File: src/hdl/mcmu_pkg.sv
`default_nettype none
// ----------------------------------------------------------------------------
// mcmu_pkg
// Shared types and constants for the lock and condition-variable manager.
// ----------------------------------------------------------------------------
package mcmu_pkg;

    localparam int MAX_THREADS = 16;
    localparam int NUM_LOCKS   = 4;
    localparam int NUM_CONDS   = 4;

    localparam int TID_W  = 4;
    localparam int LOCK_W = 2;
    localparam int COND_W = 2;
    localparam int PTR_W  = $clog2(MAX_THREADS);
    localparam int CNT_W  = $clog2(MAX_THREADS + 1);
    localparam int LQ_W   = $clog2(NUM_LOCKS * MAX_THREADS);
    localparam int CQ_W   = $clog2(NUM_CONDS * MAX_THREADS);

    localparam logic [2:0] CMD_ACQUIRE   = 3'd0;
    localparam logic [2:0] CMD_RELEASE   = 3'd1;
    localparam logic [2:0] CMD_WAIT      = 3'd2;
    localparam logic [2:0] CMD_SIGNAL    = 3'd3;
    localparam logic [2:0] CMD_BROADCAST = 3'd4;

    localparam logic [2:0] ST_GRANTED  = 3'd0;
    localparam logic [2:0] ST_HELD     = 3'd1;
    localparam logic [2:0] ST_BLOCKED  = 3'd2;
    localparam logic [2:0] ST_DONE     = 3'd3;
    localparam logic [2:0] ST_NOTOWNER = 3'd4;
    localparam logic [2:0] ST_MISMATCH = 3'd5;
    localparam logic [2:0] ST_FULL     = 3'd6;
    localparam logic [2:0] ST_NONE     = 3'd7;

    typedef struct packed {
        logic [2:0]        cmd;
        logic [TID_W-1:0]  tid;
        logic [LOCK_W-1:0] lck;
        logic [COND_W-1:0] cnd;
    } req_t;

    // controller -> datapath
    typedef struct packed {
        logic load;    // capture request, start queue head reads
        logic exec;    // apply one step, build result
    } dp_cmd_t;

    // datapath -> controller
    typedef struct packed {
        logic more;    // broadcast needs another step
    } dp_stat_t;

    typedef struct packed {
        logic [2:0]       status;
        logic             handed_valid;
        logic [TID_W-1:0] handed_thread;
        logic             moved_valid;
        logic [TID_W-1:0] moved_thread;
        logic             last;
    } res_t;

endpackage
`default_nettype wire

File: src/hdl/mcmu_datapath.sv
`default_nettype none
// ----------------------------------------------------------------------------
// mcmu_datapath
// Lock and condition state, waiter queue memories and result building.
// ----------------------------------------------------------------------------
module mcmu_datapath
(
    input  wire                   clk,
    input  wire                   rst_n,
    input  mcmu_pkg::req_t        req,
    input  mcmu_pkg::dp_cmd_t     cmd,
    output mcmu_pkg::dp_stat_t    stat,
    output mcmu_pkg::res_t        res
);

    localparam int TW = mcmu_pkg::TID_W;
    localparam int PW = mcmu_pkg::PTR_W;
    localparam int CW = mcmu_pkg::CNT_W;
    localparam int NL = mcmu_pkg::NUM_LOCKS;
    localparam int NC = mcmu_pkg::NUM_CONDS;

    logic [TW-1:0] lq_mem [NL*mcmu_pkg::MAX_THREADS];
    logic [TW-1:0] cq_mem [NC*mcmu_pkg::MAX_THREADS];

    logic [NL-1:0] busy_reg;
    logic [TW-1:0] owner_reg [NL];
    logic [PW-1:0] lhead_reg [NL];
    logic [PW-1:0] ltail_reg [NL];
    logic [CW-1:0] lcnt_reg  [NL];
    logic [PW-1:0] chead_reg [NC];
    logic [PW-1:0] ctail_reg [NC];
    logic [CW-1:0] ccnt_reg  [NC];
    logic [NC-1:0] bvalid_reg;
    logic [mcmu_pkg::LOCK_W-1:0] block_reg [NC];

    mcmu_pkg::req_t req_reg;
    logic           first_reg;
    logic [TW-1:0]  lrd_reg, crd_reg;
    mcmu_pkg::res_t res_reg, res_next;
    logic           more_next;

    // index reads for the current request
    logic [mcmu_pkg::LOCK_W-1:0] l;
    logic [mcmu_pkg::COND_W-1:0] c;
    assign l = req_reg.lck;
    assign c = req_reg.cnd;

    logic [mcmu_pkg::LQ_W-1:0] lrd_addr, lwr_addr;
    logic [mcmu_pkg::CQ_W-1:0] crd_addr, cwr_addr;
    logic                      lwr_en, cwr_en, lpop, cpop;
    logic [TW-1:0]             lwr_data, cwr_data;
    logic                      owns, t_owns, full_l;
    logic                      rel_hand, do_rel, do_bind, do_unbind;
    logic                      set_busy, cnt_c_last;

    // queue heads are read from the request being loaded, and again on each execute step
    always_ff @(posedge clk)
    begin
        if (cmd.load | cmd.exec)
        begin
            lrd_reg <= lq_mem[lrd_addr];
            crd_reg <= cq_mem[crd_addr];
        end
        if (lwr_en)
            lq_mem[lwr_addr] <= lwr_data;
        if (cwr_en)
            cq_mem[cwr_addr] <= cwr_data;
    end

    always_comb
    begin
        if (cmd.load)
        begin
            lrd_addr = {req.lck, lhead_reg[req.lck]};
            crd_addr = {req.cnd, chead_reg[req.cnd]};
        end
        else
        begin
            // broadcast: next condition head after a pop
            lrd_addr = {l, lhead_reg[l]};
            crd_addr = {c, chead_reg[c] + PW'(1)};
        end
    end

    always_comb
    begin
        owns     = busy_reg[l] && owner_reg[l] == req_reg.tid;
        t_owns   = busy_reg[l] && owner_reg[l] == crd_reg;
        full_l   = lcnt_reg[l] >= CW'(mcmu_pkg::MAX_THREADS);
        res_next = '0;
        res_next.last = 1'b1;
        more_next = 1'b0;
        lwr_en = 1'b0; lwr_addr = {l, ltail_reg[l]}; lwr_data = req_reg.tid;
        cwr_en = 1'b0; cwr_addr = {c, ctail_reg[c]}; cwr_data = req_reg.tid;
        lpop = 1'b0; cpop = 1'b0; do_rel = 1'b0; do_bind = 1'b0;
        do_unbind = 1'b0; set_busy = 1'b0;
        rel_hand = lcnt_reg[l] != '0;
        cnt_c_last = ccnt_reg[c] == CW'(1);
        case (req_reg.cmd)
            mcmu_pkg::CMD_ACQUIRE:
            begin
                if (owns)
                    res_next.status = mcmu_pkg::ST_HELD;
                else if (!busy_reg[l])
                begin
                    res_next.status = mcmu_pkg::ST_GRANTED;
                    set_busy = 1'b1;
                end
                else if (full_l)
                    res_next.status = mcmu_pkg::ST_FULL;
                else
                begin
                    res_next.status = mcmu_pkg::ST_BLOCKED;
                    lwr_en = 1'b1;
                end
            end
            mcmu_pkg::CMD_RELEASE:
            begin
                if (!owns)
                    res_next.status = mcmu_pkg::ST_NOTOWNER;
                else
                begin
                    res_next.status = mcmu_pkg::ST_DONE;
                    do_rel = 1'b1;
                end
            end
            mcmu_pkg::CMD_WAIT:
            begin
                if (!owns)
                    res_next.status = mcmu_pkg::ST_NOTOWNER;
                else if (bvalid_reg[c] && block_reg[c] != l)
                    res_next.status = mcmu_pkg::ST_MISMATCH;
                else if (ccnt_reg[c] >= CW'(mcmu_pkg::MAX_THREADS))
                    res_next.status = mcmu_pkg::ST_FULL;
                else
                begin
                    res_next.status = mcmu_pkg::ST_BLOCKED;
                    do_bind = 1'b1;
                    do_rel  = 1'b1;
                    cwr_en  = 1'b1;
                end
            end
            mcmu_pkg::CMD_SIGNAL, mcmu_pkg::CMD_BROADCAST:
            begin
                if (!owns)
                    res_next.status = mcmu_pkg::ST_NOTOWNER;
                else if (first_reg && ccnt_reg[c] == '0)
                    res_next.status = mcmu_pkg::ST_NONE;
                else if (!bvalid_reg[c] || block_reg[c] != l)
                    res_next.status = mcmu_pkg::ST_MISMATCH;
                else if (!t_owns && full_l)
                    res_next.status = mcmu_pkg::ST_FULL;
                else
                begin
                    res_next.status = mcmu_pkg::ST_DONE;
                    cpop = 1'b1;
                    lwr_en = !t_owns;
                    lwr_data = crd_reg;
                    do_unbind = cnt_c_last;
                    res_next.moved_valid = 1'b1;
                    res_next.moved_thread = crd_reg;
                    more_next = req_reg.cmd == mcmu_pkg::CMD_BROADCAST && !cnt_c_last;
                    res_next.last = !more_next;
                end
            end
            default:
                res_next.status = mcmu_pkg::ST_DONE;
        endcase
        if (do_rel && rel_hand)
        begin
            lpop = 1'b1;
            res_next.handed_valid = 1'b1;
            res_next.handed_thread = lrd_reg;
        end
        if (!cmd.exec)
        begin
            lwr_en = 1'b0; cwr_en = 1'b0; lpop = 1'b0; cpop = 1'b0;
            do_rel = 1'b0; do_bind = 1'b0; do_unbind = 1'b0; set_busy = 1'b0;
        end
    end

    always_ff @(posedge clk or negedge rst_n)
    begin
        if (!rst_n)
        begin
            busy_reg   <= '0;
            bvalid_reg <= '0;
            first_reg  <= 1'b0;
            for (int i = 0; i < NL; i++)
            begin
                owner_reg[i] <= '0;
                lhead_reg[i] <= '0;
                ltail_reg[i] <= '0;
                lcnt_reg[i]  <= '0;
            end
            for (int i = 0; i < NC; i++)
            begin
                chead_reg[i] <= '0;
                ctail_reg[i] <= '0;
                ccnt_reg[i]  <= '0;
                block_reg[i] <= '0;
            end
        end
        else
        begin
            if (cmd.load)
                first_reg <= 1'b1;
            else if (cmd.exec)
                first_reg <= 1'b0;
            if (set_busy)
            begin
                busy_reg[l]  <= 1'b1;
                owner_reg[l] <= req_reg.tid;
            end
            if (do_rel)
            begin
                if (rel_hand)
                    owner_reg[l] <= lrd_reg;
                else
                begin
                    busy_reg[l]  <= 1'b0;
                    owner_reg[l] <= '0;
                end
            end
            if (lpop)
                lhead_reg[l] <= lhead_reg[l] + PW'(1);
            if (lwr_en)
                ltail_reg[l] <= ltail_reg[l] + PW'(1);
            if (lwr_en && !lpop)
                lcnt_reg[l] <= lcnt_reg[l] + CW'(1);
            else if (lpop && !lwr_en)
                lcnt_reg[l] <= lcnt_reg[l] - CW'(1);
            if (cpop)
            begin
                chead_reg[c] <= chead_reg[c] + PW'(1);
                ccnt_reg[c]  <= ccnt_reg[c] - CW'(1);
            end
            if (cwr_en)
            begin
                ctail_reg[c] <= ctail_reg[c] + PW'(1);
                ccnt_reg[c]  <= ccnt_reg[c] + CW'(1);
            end
            if (do_bind)
            begin
                bvalid_reg[c] <= 1'b1;
                block_reg[c]  <= l;
            end
            if (do_unbind)
            begin
                bvalid_reg[c] <= 1'b0;
                block_reg[c]  <= '0;
            end
        end
    end

    always_ff @(posedge clk)
    begin
        if (cmd.load)
            req_reg <= req;
        if (cmd.exec)
            res_reg <= res_next;
    end

    assign stat.more = more_next;
    assign res = res_reg;

endmodule
`default_nettype wire

File: src/hdl/mcmu_ctrl.sv
`default_nettype none
// ----------------------------------------------------------------------------
// mcmu_ctrl
// Sequencer: load, read queue heads, execute, present result, loop for broadcast.
// ----------------------------------------------------------------------------
module mcmu_ctrl
(
    input  wire                  clk,
    input  wire                  rst_n,
    input  wire                  in_fire,
    input  wire                  out_fire,
    input  mcmu_pkg::dp_stat_t   stat,
    output mcmu_pkg::dp_cmd_t    cmd,
    output logic                 in_rdy,
    output logic                 out_vld
);

    typedef enum logic [3:0] {
        S_IDLE = 4'b0001,
        S_READ = 4'b0010,
        S_EXEC = 4'b0100,
        S_OUT  = 4'b1000
    } state_t;

    state_t state_reg, state_next;
    logic   more_reg, more_next;

    always_comb
    begin
        state_next = state_reg;
        more_next  = more_reg;
        cmd.load   = 1'b0;
        cmd.exec   = 1'b0;
        case (state_reg)
            S_IDLE:
            begin
                cmd.load = in_fire;
                if (in_fire)
                    state_next = S_READ;
            end
            S_READ:
                state_next = S_EXEC;
            S_EXEC:
            begin
                cmd.exec   = 1'b1;
                more_next  = stat.more;
                state_next = S_OUT;
            end
            S_OUT:
                if (out_fire)
                    state_next = more_reg ? S_EXEC : S_IDLE;
            default:
                state_next = S_IDLE;
        endcase
    end

    assign in_rdy  = state_reg == S_IDLE;
    assign out_vld = state_reg == S_OUT;

    always_ff @(posedge clk or negedge rst_n)
    begin
        if (!rst_n)
        begin
            state_reg <= S_IDLE;
            more_reg  <= 1'b0;
        end
        else
        begin
            state_reg <= state_next;
            more_reg  <= more_next;
        end
    end

endmodule
`default_nettype wire

File: src/hdl/mutex_condition_monitor_unit_top.sv
`default_nettype none
// ----------------------------------------------------------------------------
// mutex_condition_monitor_unit_top
// Lock and condition-variable manager with FIFO waiter queues.
// ----------------------------------------------------------------------------
// channel | dir | tdata                              | tuser | tlast
// s_axis  | in  | cmd, thread_id, lock_index, cond_index | -  | -
// m_axis  | out | status, handed_*, moved_*          | -     | last
//
// A request's first result follows its input transfer through a read state,
// then an execute state; the input is taken again no earlier than the
// cycle after the last result transfer, so requests never overlap.
// Broadcast yields one result per moved waiter, each after a further execute
// state that follows the previous transfer. Output stalls hold the
// sequencer. Reset clears all lock and condition state at once.
// ----------------------------------------------------------------------------
module mutex_condition_monitor_unit_top
(
    input  wire         clk,
    input  wire         rst_n,
    input  wire         s_axis_tvalid,
    output logic        s_axis_tready,
    input  wire  [15:0] s_axis_tdata,  // cmd[2:0] thread_id[6:3] lock_index[8:7]
                                       // cond_index[10:9], zeros
    output logic        m_axis_tvalid,
    input  wire         m_axis_tready,
    output logic [15:0] m_axis_tdata,  // status[2:0] handed_valid[3]
                                       // handed_thread[7:4] moved_valid[8]
                                       // moved_thread[12:9], zeros
    output logic        m_axis_tlast
);

    mcmu_pkg::req_t     req;
    mcmu_pkg::dp_cmd_t  cmd;
    mcmu_pkg::dp_stat_t stat;
    mcmu_pkg::res_t     res;
    logic               in_fire, out_fire;

    assign in_fire  = s_axis_tvalid && s_axis_tready;
    assign out_fire = m_axis_tvalid && m_axis_tready;

    assign req.cmd = s_axis_tdata[2:0];
    assign req.tid = s_axis_tdata[6:3];
    assign req.lck = s_axis_tdata[8:7];
    assign req.cnd = s_axis_tdata[10:9];

    mcmu_ctrl u_ctrl
    (
        .clk      (clk),
        .rst_n    (rst_n),
        .in_fire  (in_fire),
        .out_fire (out_fire),
        .stat     (stat),
        .cmd      (cmd),
        .in_rdy   (s_axis_tready),
        .out_vld  (m_axis_tvalid)
    );

    mcmu_datapath u_dp
    (
        .clk   (clk),
        .rst_n (rst_n),
        .req   (req),
        .cmd   (cmd),
        .stat  (stat),
        .res   (res)
    );

    assign m_axis_tdata = {3'b000, res.moved_thread, res.moved_valid,
                           res.handed_thread, res.handed_valid, res.status};
    assign m_axis_tlast = res.last;

`ifndef NO_ASSERTIONS
    a_no_overlap: assert property (@(posedge clk) disable iff (!rst_n)
        !(s_axis_tready && m_axis_tvalid))
        else $error("input taken while result pending");
    a_hand_ok: assert property (@(posedge clk) disable iff (!rst_n)
        m_axis_tvalid && m_axis_tdata[3] |-> m_axis_tdata[2:0] == mcmu_pkg::ST_DONE
        || m_axis_tdata[2:0] == mcmu_pkg::ST_BLOCKED)
        else $error("handoff with wrong status");
    a_moved_ok: assert property (@(posedge clk) disable iff (!rst_n)
        m_axis_tvalid && m_axis_tdata[8] |-> m_axis_tdata[2:0] == mcmu_pkg::ST_DONE)
        else $error("move with wrong status");
`endif

endmodule
`default_nettype wire

File: config.mk
export PLATFORM = sky130hd
export DESIGN_NAME = mutex_condition_monitor_unit_top
export DESIGN_NICKNAME = d
export VERILOG_FILES = /design/src/hdl/mcmu_pkg.sv /design/src/hdl/mcmu_datapath.sv /design/src/hdl/mcmu_ctrl.sv /design/src/hdl/mutex_condition_monitor_unit_top.sv
export SDC_FILE = /design/constraint.sdc
export NUM_CORES = 1
export LEC_CHECK = 0
export ABC_AREA = 1
export BUFFER_PORTS_ARGS = -buffer_cell sky130_fd_sc_hd__buf_2
export CAP_MARGIN = 10
export CORE_UTILIZATION = 35
export CTS_CLUSTER_DIAMETER = 30
export DETAILED_ROUTE_END_ITERATION = 7
export PLACE_DENSITY = 0.5
export SYNTH_ARGS = -nofsm -noshare
export SYNTH_HDL_FRONTEND = slang
export SYNTH_HIERARCHICAL = 1
export SYNTH_SLANG_ARGS = --single-unit
File: constraint.sdc
create_clock -name clk -period 6.6 [get_ports clk]
set_clock_uncertainty 0.05 [all_clocks]
set_input_delay 0 -clock clk [delete_from_list [all_inputs] [get_ports clk]]
set_output_delay 0 -clock clk [all_outputs]
set_load 0.05 [all_outputs]
Yosys cells after proc, flatten, opt, wreduce, memory -nomap -nowiden
Memories as Yosys holds them, arrays and structs flattened. A register that Yosys moved wholly into a read port is not among the register bits.
Cells that the tools add are included.
{ "totals": {"reg_bits": 167, "ram_bits": 512, "in_bits": 20, "out_inout_bits": 19, "word_cells": 277, "memories": 2} }
{ "memory_table": {"columns": ["memory", "depth", "width", "rd", "rd_ports_with_merged_regs", "wr", "line", "text"], "rows": [
  ["u_dp.cq_mem", 64, 4, 1, 1, 1, "mcmu_datapath.sv:23", "logic [TW-1:0] cq_mem [NC*mcmu_pkg::MAX_THREADS];"],
  ["u_dp.lq_mem", 64, 4, 1, 1, 1, "mcmu_datapath.sv:22", "logic [TW-1:0] lq_mem [NL*mcmu_pkg::MAX_THREADS];"]
]} }
{ "classes": {"n_addsub": 8, "order_cmp": 12, "eq_ne": 14, "mux": 146, "bitwise_logic": 17, "n_reduce_logical": 31} }
{ "ops": {"columns": ["cell", "count"], "rows": [
  ["2-to-1 mux 4 bit", 28],
  ["bitwise mux 16 bit", 6],
  ["bitwise mux 20 bit", 4],
  ["2-to-1 mux 20 bit", 4],
  ["binary-select mux 4 bit (select 2 bit)", 7],
  ["2-to-1 mux 1 bit", 50],
  ["2-to-1 mux 16 bit", 3],
  ["2-to-1 mux 3 bit", 12],
  ["2-to-1 mux 5 bit", 7],
  ["binary-select mux 5 bit (select 2 bit)", 2],
  ["demux 5 bit (select 2 bit)", 2],
  ["2-to-1 mux 6 bit", 3],
  ["adder 4 x 1 -> 4 bit (second input constant)", 4],
  ["AND 16 bit", 1],
  ["demux 4 bit (select 2 bit)", 2],
  ["2-to-1 mux 8 bit", 2],
  ["inverter 16 bit", 1],
  ["one-hot mux 4 bit (4 select lines)", 1],
  ["logical AND 1 bit", 15],
  [">= comparator 3 bit (second input constant)", 4],
  ["inverter 2 -> 3 bit", 4],
  ["one-hot mux 3 bit (4 select lines)", 1],
  ["adder 5 x 1 -> 5 bit (second input constant)", 2],
  [">= comparator 5 bit (second input constant)", 2],
  ["other kinds (39)", 61]
]} }

Depth between registers and ports, before layout
Gate-level depths: netlist (run 1).
{ "depth": {"word_depth": 18, "depth_mapped": 25, "mapped_depth_nobuf": 23} }

Hierarchy
The synthesis (run 1) kept the hierarchy.
{ "modules_own_cells": {"columns": ["module", "instances", "cells_per_inst", "area_each_um2", "seq_area_each_um2"], "rows": [
  ["mcmu_datapath", 1, 3569, 32542.5, 19794.0],
  ["mcmu_ctrl", 1, 41, 302.8, 126.4],
  ["mutex_condition_monitor_unit_top", 1, 8, 41.3, 0.0]
]} }

Worst setup path after synthesis (run 1)
OpenSTA, ideal clock, no wires.
{ "synth_path": {"path_type": "flip-flop to flip-flop", "from": "register u_dp.req_reg, in the netlist u_dp/c[1]", "to": "memory u_dp/lq_mem[0][2] (netlist bit) (data pin)", "setup_time_ns": 0.701, "arrival_time_ns": 4.710, "required_ns": 5.849, "path_slack_ns": 1.139, "path_stages_with_launch": 18, "n_path_buf": 3, "period_less_slack_ns": 5.461, "path_cell_list": "edfxtp_1 > buf_4 > inv_2 > nor2_1 > buf_2 > nand2_1 > nand2_1 > nor2_1 > ha_1 > inv_1 > nor2_1 > nand3_1 > nor2_1 > nor2_1 > nand2_1 > nor2_1 > buf_4 > o21ai_0"} }
{ "synth_between": {"elab_chain_cells": 10, "elab_cells_between_ends": 18, "cone_classes": "1 x eq/ne; 12 x mux; 1 x bitwise; 4 x reduce/logical"} }
{ "synth_lines": {"columns": ["item", "line", "text"], "rows": [
  ["from (decl)", "mcmu_datapath.sv:36", "mcmu_pkg::req_t req_reg;"],
  ["from (signal assigned)", "mcmu_datapath.sv:259", "req_reg <= req;"],
  ["inverter 2 -> 3 bit (implied by the code)", "mcmu_datapath.sv:147, mcmu_datapath.sv:149", null],
  ["binary-select mux 2 bit (select 2 bit)", "mcmu_datapath.sv:149", "else if (!bvalid_reg[c] || block_reg[c] != l)"],
  ["2-to-1 mux 2 bit (implied by the code) (2 in a row)", "mcmu_datapath.sv:149", null],
  ["!= test 2 bit", "mcmu_datapath.sv:149", null],
  ["logical OR 1 bit", "mcmu_datapath.sv:149", null],
  ["2-to-1 mux 4 bit", "mcmu_datapath.sv:149", null],
  ["2-to-1 mux 4 bit *", "mcmu_datapath.sv:147", "else if (first_reg && ccnt_reg[c] == '0)"],
  ["2-to-1 mux 4 bit *", "mcmu_datapath.sv:145", "if (!owns)"],
  ["2-to-1 mux 4 bit *", "mcmu_datapath.sv:99", "case (req_reg.cmd)"],
  ["via u_dp.lwr_data[2]", "mcmu_datapath.sv:51", "logic [TW-1:0] lwr_data, cwr_data;"],
  ["to (decl)", "mcmu_datapath.sv:22", null]
]} }
Mark *: on every way through the listed nets, which the timed path passes. The rest lies on a longest branch. The select of a mux whose other input is x is not followed.

Worst setup path after layout (run 1)
{ "layout_path": {"from": "register u_dp.req_reg, in the netlist u_dp/c[1]", "to": "register u_dp/lcnt_reg[10] (netlist bit)"} }
{ "layout_between": {"elab_chain_cells": 15, "elab_cells_between_ends": 34, "cone_classes": "1 x order compare; 1 x eq/ne; 20 x mux; 1 x bitwise; 11 x reduce/logical"} }
{ "layout_lines": {"columns": ["item", "line", "text"], "rows": [
  ["inverter 2 -> 3 bit (implied by the code)", null, null],
  ["binary-select mux 5 bit (select 2 bit) or binary-select mux 2 bit (select 2 bit) (tied branches)", null, null],
  ["2-to-1 mux 5 bit (implied by the code) or 2-to-1 mux 2 bit (tied branches) (2 in a row)", null, null],
  [">= comparator 5 bit or != test 2 bit (tied branches)", "mcmu_datapath.sv:133, mcmu_datapath.sv:131, mcmu_datapath.sv:149", null],
  ["2-to-1 mux 1 bit or logical AND 1 bit (tied branches)", "mcmu_datapath.sv:133, mcmu_datapath.sv:131", null],
  ["2-to-1 mux 1 bit", "mcmu_datapath.sv:131", "else if (bvalid_reg[c] && block_reg[c] != l)"],
  ["2-to-1 mux 1 bit", "mcmu_datapath.sv:129", "if (!owns)"],
  ["one-hot mux 1 bit (2 select lines)", "mcmu_datapath.sv:99", null],
  ["logical AND 1 bit", "mcmu_datapath.sv:169", "if (do_rel && rel_hand)"],
  ["2-to-1 mux 1 bit", "mcmu_datapath.sv:169", null],
  ["2-to-1 mux 1 bit", "mcmu_datapath.sv:175", "if (!cmd.exec)"],
  ["logical NOT 1 bit", "mcmu_datapath.sv:229", "if (lwr_en && !lpop)"],
  ["logical AND 1 bit", "mcmu_datapath.sv:229", null],
  ["2-to-1 mux 20 bit or nonzero test 2 bit (tied branches)", null, null],
  ["to (signal, indexed assignment)", "mcmu_datapath.sv:230", "lcnt_reg[l] <= lcnt_reg[l] + CW'(1);"],
  ["to (signal, indexed assignment)", "mcmu_datapath.sv:232", "lcnt_reg[l] <= lcnt_reg[l] - CW'(1);"],
  ["to (decl)", "mcmu_datapath.sv:29", "logic [CW-1:0] lcnt_reg [NL];"]
]} }
Parallel ways exist; a longest one is shown, timed or not. The select of a mux whose other input is x is not followed.
A chain may end at the register's enable or synchronous reset.

==> results.yml, run 1 <==
floorplanning:
  pin_count: 39
  fp.dieW_um: 308.5
  die-area_sq_um: 95190
  start_util_pct: 35.29
  core_area_sq_um: 93190
  fp-row-count: 112
  die_h_um: 308.5
cts:
  cts_max_level: 4
  path_clk_slew_ns: 0.04
  insertion_delay_ns: 0.74
  clk_path_buf_depth: 3
  post_cts.repair.setup_buffers: 0
  cts_buffers: 157
  cts_tree: "done"
  root_buffer: "clkbuf_16"
  cts.sinks: 687
placed_design:
  pre_cts_ws_ns: 1.894
  gp_congestion: 0.8211
  dp_hpwl_um: 54240
  place_area_sq_um: 34390
  io_buffer_count: 30
  dpl.cell_count: 4795
finish:
  fin_cells: 5105
  final_area_sq_um: 40120
  final_cell_mix: "1112 x nand2_1, 545 x edfxtp_1, 506 x nand3_1"
  area_delta_synth_final_pct: 22.01
  final_nets: 3756
  diodes: 0
  fillers: 8992
  utilization_pct: 43.06
  drive_gt1_share_pct: 10.49
  final_common_cell: "nand2_1"
  largest_registers: "u_dp/cq_mem (256), u_dp/lq_mem (256)"
timing:
  finalSetupViolations: 0
  fin_crit_ns: 4.765
  rsz0062_at_grt: "false"
  fmax_mhz: 209.9
  drv_slew: 0
  fin_tns_setup_ns: 0
  final.period_utilization_pct: 72.20
  relSlewSlack_pct: 21.82
  tightest_slew_ns: 1.173
  fin_ws_ns: 1.835
  hold_violations: 0
synth:
  yosys.area.top_type: "edfxtp_1"
  muxShareOfSynthArea_pct: 0
  synth_area_sq_um: 32890
  synth-compound-area-share_pct: 3.888
  yosysWarnings: 6
  yosys.area.top_type_share_pct: 49.76
  async_flop_share_pct: 20.67
  synth_simple_gate_area_share_pct: 26.75
  ys.flop_type: "edfxtp_1"
  synth.area.top_cells: "edfxtp_1 50%, nand2_1 13%, dfrtp_1 11%"
  synth-edff-count: 545
  synthXorXnorAreaFrac_pct: 0.3196
  ys_seq_area_share_pct: 60.57
  synthAdderAreaFrac_pct: 0.4185
  avgSynthCellArea_sq_um: 9.090
  synth-seq-cells: 687
  synth_cell_types: 52
  syn_inst: 3618
  synth_top_family_by_area: "simple AND/OR/NAND/NOR gates"
pwr:
  ir_drop_uv: 313.1
  p_seq_share_pct: 29.5
  powerDensity_nw_per_um2: 423.3
  p_sw_w: 0.005681
  p_int_w: 0.01130
  p_leak_nw: 17.15
  clock_power_share_pct: 46.3
  swShare_pct: 33.45
  pwr-share-comb_pct: 24.2
worst_setup_path:
  cpPeakStageDelay_ns: 0.65
  slowest_stage: "edfxtp_1"
  required_ns: 7.16
  critPathMostFrequentCell: "nor2_1"
  cp_max_fo: 19
  start_kind: "flop"
  crit_family: "simple AND/OR/NAND/NOR gates"
  arrival_ns: 5.32
  crit_buf_inv: 5
  worstRegToRegCells: 21
  crit_type: "flop to flop"
  path_cells: "inv_2 > nand2_4 > inv_2 > nand2_1 > nand2_1 > nor2_1 > ha_1 > inv_1 > nor2_1 > nand3_1 > nor2_1 > nor2_1 > nand2_1 > o21ai_2 > buf_4 > and2_2 > ha_1 > nor2_1 > inv_1 > nand2_1 > o21ai_0"
  cp-end-kind: "flop"
  ff2ff_setup_slack_ns: 1.83
  worstReg2RegEnd: "u_dp/lcnt_reg[10]"
  r2r-start: "u_dp/c[1]"
global_routing:
  grt_pass1_vias: 24110
  antenna_found_initial: 0
  grt_use_total_pct: 19.68
  overflow: 0
  grt_max_degree: 136
  grt_pass1_wl_um: 142700
routing:
  first_iter_violations: 1812
  dr.pass1.iters: 5
  viasPerCell: 4.853
  remaining_drc_errors: 0
  routed_wirelength_um: 92080
  ant_nets: 0
  wl_per_cell_um: 18.04
  route.vias.total: 24770
min_path:
  min_path_type: "input pin to flop"
  whs_endpoint: "u_dp/c[1]"
  hp-start: "s_axis_tdata[10]"
  holdPathStages: 2
outcome:
  status: "finished, final reports clean"
flow_run:
  maxCapViolCount: 0
[synth_stat cells, types with 16 or more instances]
library cell  number
nand2_1         1116
edfxtp_1         545
nand3_1          508
inv_1            496
nor2_1           239
dfrtp_1          141
o21ai_0          131
clkbuf_1          66
buf_2             57
nand4_1           53
nand3b_1          40
a22oi_1           29
o21ai_1           25
inv_2             16
[final cells by class]
class / instances / area (sq um) / share of cell area (%)
sequential: 687 / 19920 / 49.65
inverter: 513 / 1926 / 4.799
clock inverter: 108 / 1424 / 3.549
timing repair buffer: 100 / 807.0 / 2.011
multi-input combinational: 2266 / 10430 / 26.00
clock buffer: 177 / 4045 / 10.08
tap: 1254 / 1569 / 3.910
[power groups by stage]
stage	clock [W]	sequential [W]	combinational (W)
2_1_floorplan	0	0.00513	0.00257
3_3_place_gp	0	0.00508	0.00406
4_1_cts	0.00800	0.00501	0.00413
5_1_grt	0.00822	0.00502	0.00451
6_report	0.00787	0.00502	0.00410
3_5_place_dp	0	0.00508	0.00409
[worst max path at each step]
stage | start | end | slack, ns | depth (start not counted)
final | u_dp/c[1] | u_dp/lcnt_reg[10] | 1.83 | 21
after global placement | u_ctrl/state_reg[3] | u_dp/crd_reg[3] | 1.89 | 19
after CTS | u_ctrl/state_reg[3] | u_dp/crd_reg[3] | 1.83 | 19
after detailed placement | u_ctrl/state_reg[3] | u_dp/crd_reg[3] | 1.89 | 19
after floorplan | u_dp/c[1] | u_dp/lq_mem[0][2] | 1.14 | 17
after global routing | u_dp/c[1] | u_dp/lcnt_reg[8] | 1.40 | 21
[per-stage QoR]
stage | power, W | hold slack [ns]
floorplan | 0.007702 | -0.3456
global placement | 0.009146 | 0.02193
detailed placement | 0.009175 | 0.02236
CTS | 0.01714 | 0.06353
global route | 0.01776 | 0.09379
finish | 0.01699 | 0.1008
[logic make-up (layout without fill, tap and decap cells)]
family / after synthesis / after routing
adder cells (fa/ha/maj): 11 / 11
AND/OR/NAND/NOR: 2014 / 2014
AO/OA/AOI/OAI: 226 / 226
XOR/XNOR: 12 / 12
buffers and inverters: 667 / 898
other: 1 / 3
flip-flops: 687 / 687
[layer usage]
layer	vias up	GRT usage (%)	part of all wire [%]
met3	154	3.583	5.2
li1	12130	-	-
met5	-	0	0
met2	652	30.55	46
met4	0	7.440	2.7
met1	11840	27.34	46
[repair_timing]
action,CTS,global route
resized for setup,0,0
endpoints found under the hold margin,129,0
hold buffers,25,0
(Power assumes the default switching activity.)
==> run 2: changes to the inputs <==
PLACE_DENSITY = 0.52   (was 0.5)
clock period = 4.3 ns   (was 6.6 ns; I/O delays follow)
==> run 2 against run 1 <==
  * Sequential share of layout area decreased by 0.40 points
  * Critical endpoint is now u_dp/lcnt_reg[0]
  * Sequential power increased by 53%
  * Highest routed layer is now met5
  * Core utilization increased by 0.35 points
  * Largest cell class unchanged
  * Largest power group unchanged
==> results.yml, run 2 (synthesis gave the netlist of run 1 again) <==
cts:
  path_clk_slew_ns: 0.05
  cts.sinks: 687
  insertion_delay_ns: 0.74
  cts_buffers: 158
  post_cts.repair.setup_buffers: 0
  cts_max_level: 4
  clk_path_buf_depth: 3
  cts_tree: "done"
  root_buffer: "clkbuf_16"
global_routing:
  grt_pass1_wl_um: 141200
  grt_max_degree: 86
  grt_pass1_vias: 24320
  antenna_found_initial: 3
  grt_use_total_pct: 19.46
  overflow: 0
finish:
  final_cell_mix: "1113 x nand2_1, 545 x edfxtp_1, 506 x nand3_1"
  drive_gt1_share_pct: 11.53
  final_nets: 3795
  final_common_cell: "nand2_1"
  largest_registers: "u_dp/cq_mem (256), u_dp/lq_mem (256)"
  diodes: 0
  utilization_pct: 43.41
  area_delta_synth_final_pct: 23.00
routing:
  route.vias.total: 24800
  remaining_drc_errors: 0
  first_iter_violations: 1881
  ant_nets: 0
  routed_wirelength_um: 90980
  viasPerCell: 4.819
  wl_per_cell_um: 17.68
  dr.pass1.iters: 5
pwr:
  pwr-share-comb_pct: 24.5
  powerDensity_nw_per_um2: 646.6
  clock_power_share_pct: 46.1
  p_seq_share_pct: 29.4
  p_leak_nw: 17.36
  p_int_w: 0.01750
  ir_drop_uv: 547.2
  p_sw_w: 0.008650
  swShare_pct: 33.07
floorplanning:
  fp-row-count: 112
  die_h_um: 308.5
  fp.dieW_um: 308.5
  core_area_sq_um: 93190
  die-area_sq_um: 95190
  pin_count: 39
  start_util_pct: 35.29
timing:
  tightest_slew_ns: 1.219
  final.period_utilization_pct: 90.17
  finalSetupViolations: 0
  drv_slew: 0
  rsz0062_at_grt: "false"
  fin_tns_setup_ns: 0
  fmax_mhz: 257.9
  fin_crit_ns: 3.877
  whs_ns: 0.04966
  hold_violations: 0
  relSlewSlack_pct: 17.91
worst_setup_path:
  worstRegToRegCells: 18
  cp_max_fo: 14
  crit_type: "flop to flop"
  arrival_ns: 4.43
  start_kind: "flop"
  required_ns: 4.85
  cp-end-kind: "flop"
outcome:
  status: "finished, final reports clean"
placed_design:
  io_buffer_count: 30
  dp_hpwl_um: 55910
  gp_congestion: 0.8127
flow_run:
  maxCapViolCount: 0
min_path:
  min_path_type: "input pin to flop"
  holdPathStages: 2
[run 2: cell count changes in the layout (fill, tap and decap cells not counted), sizes merged]
cell / change
buf: +42
inv: +12
clkinv: -11
clkbuf: +4
dlygate4sd3: -4
bufinv: -1
[run 2: layout make-up]
type,instances,area [sq um]
tap,1254,1569
multi-input combinational,2266,10430
timing repair buffer,138,1175
sequential,687,19920
fill,9034,52740
clock inverter,108,1359
clock buffer,181,4070
inverter,513,1926
[run 2: layer usage]
| metal | up-vias | part of all wire [%] | wire, um | GRT usage [%] |
|---|---|---|---|---|
| met4 | 4 | 3.0 | 2752 | 7.937 |
| met3 | 176 | 5.4 | 4951 | 3.830 |
| met5 | - | 0.022 | 20 | 0 |
| li1 | 12210 | - | - | - |
| met2 | 617 | 45 | 40920 | 29.95 |
| met1 | 11800 | 47 | 42330 | 26.84 |
[run 2: critical path: stages, from the launching register on]
cell	delay, ns
edfxtp_1	0.73
nor2_1	0.20
nand2_1	0.09
nand2_1	0.05
nor2_1	0.27
ha_1	0.25
inv_1	0.05
nor2_1	0.20
nand3_1	0.13
nor2_1	0.12
nor2_1	0.08
nand2_1	0.08
o21ai_2	0.07
and2_2	0.25
ha_1	0.34
nor2_1	0.48
inv_1	0.15
nand2_1	0.08
o21ai_0	0.07
[run 2: timing repair]
action,4_1_cts,5_1_grt
hold endpoints to repair,159,0
gates resized for setup,0,0
hold buffers,21,0
[run 2: stage by stage]
step / std cells / cell area, sq um / power [W] / setup WS, ns
finish: 5147 / 40450 / 0.02615 / 0.4227
global route: 5147 / 40450 / 0.02733 / 0.002252
CTS: 5147 / 40450 / 0.02639 / 0.4123
detailed placement: 4837 / 34790 / 0.01419 / 0.4342
global placement: 4837 / 34790 / 0.01418 / 0.4912
floorplan: 3620 / 32890 / 0.01182 / -0.1421
[run 2: path summary, 6_finish.rpt]
kind / startpoint / end / slack (ns)
max: u_dp/c[0] / u_dp/lcnt_reg[0] / 0.42
min: s_axis_tdata[8] / u_dp/l[1] / 0.05
max reg2reg: u_dp/c[0] / u_dp/lcnt_reg[0] / 0.42
min reg2reg: u_dp/ltail_reg[10] / u_dp/ltail_reg[10] / 0.42
max in group asynchronous: rst_n / u_dp/ccnt_reg[18] / 3.21
min in group asynchronous: rst_n / u_ctrl/state_reg[0] / 0.33
[run 2: power groups by stage]
stage	combinational (W)	clock, W	sequential, W
2_1_floorplan	0.00395	0	0.00787
3_3_place_gp	0.00638	0	0.00780
3_5_place_dp	0.00639	0	0.00780
4_1_cts	0.00645	0.0122	0.00769
5_1_grt	0.00703	0.0126	0.00770
6_report	0.00641	0.0121	0.00769
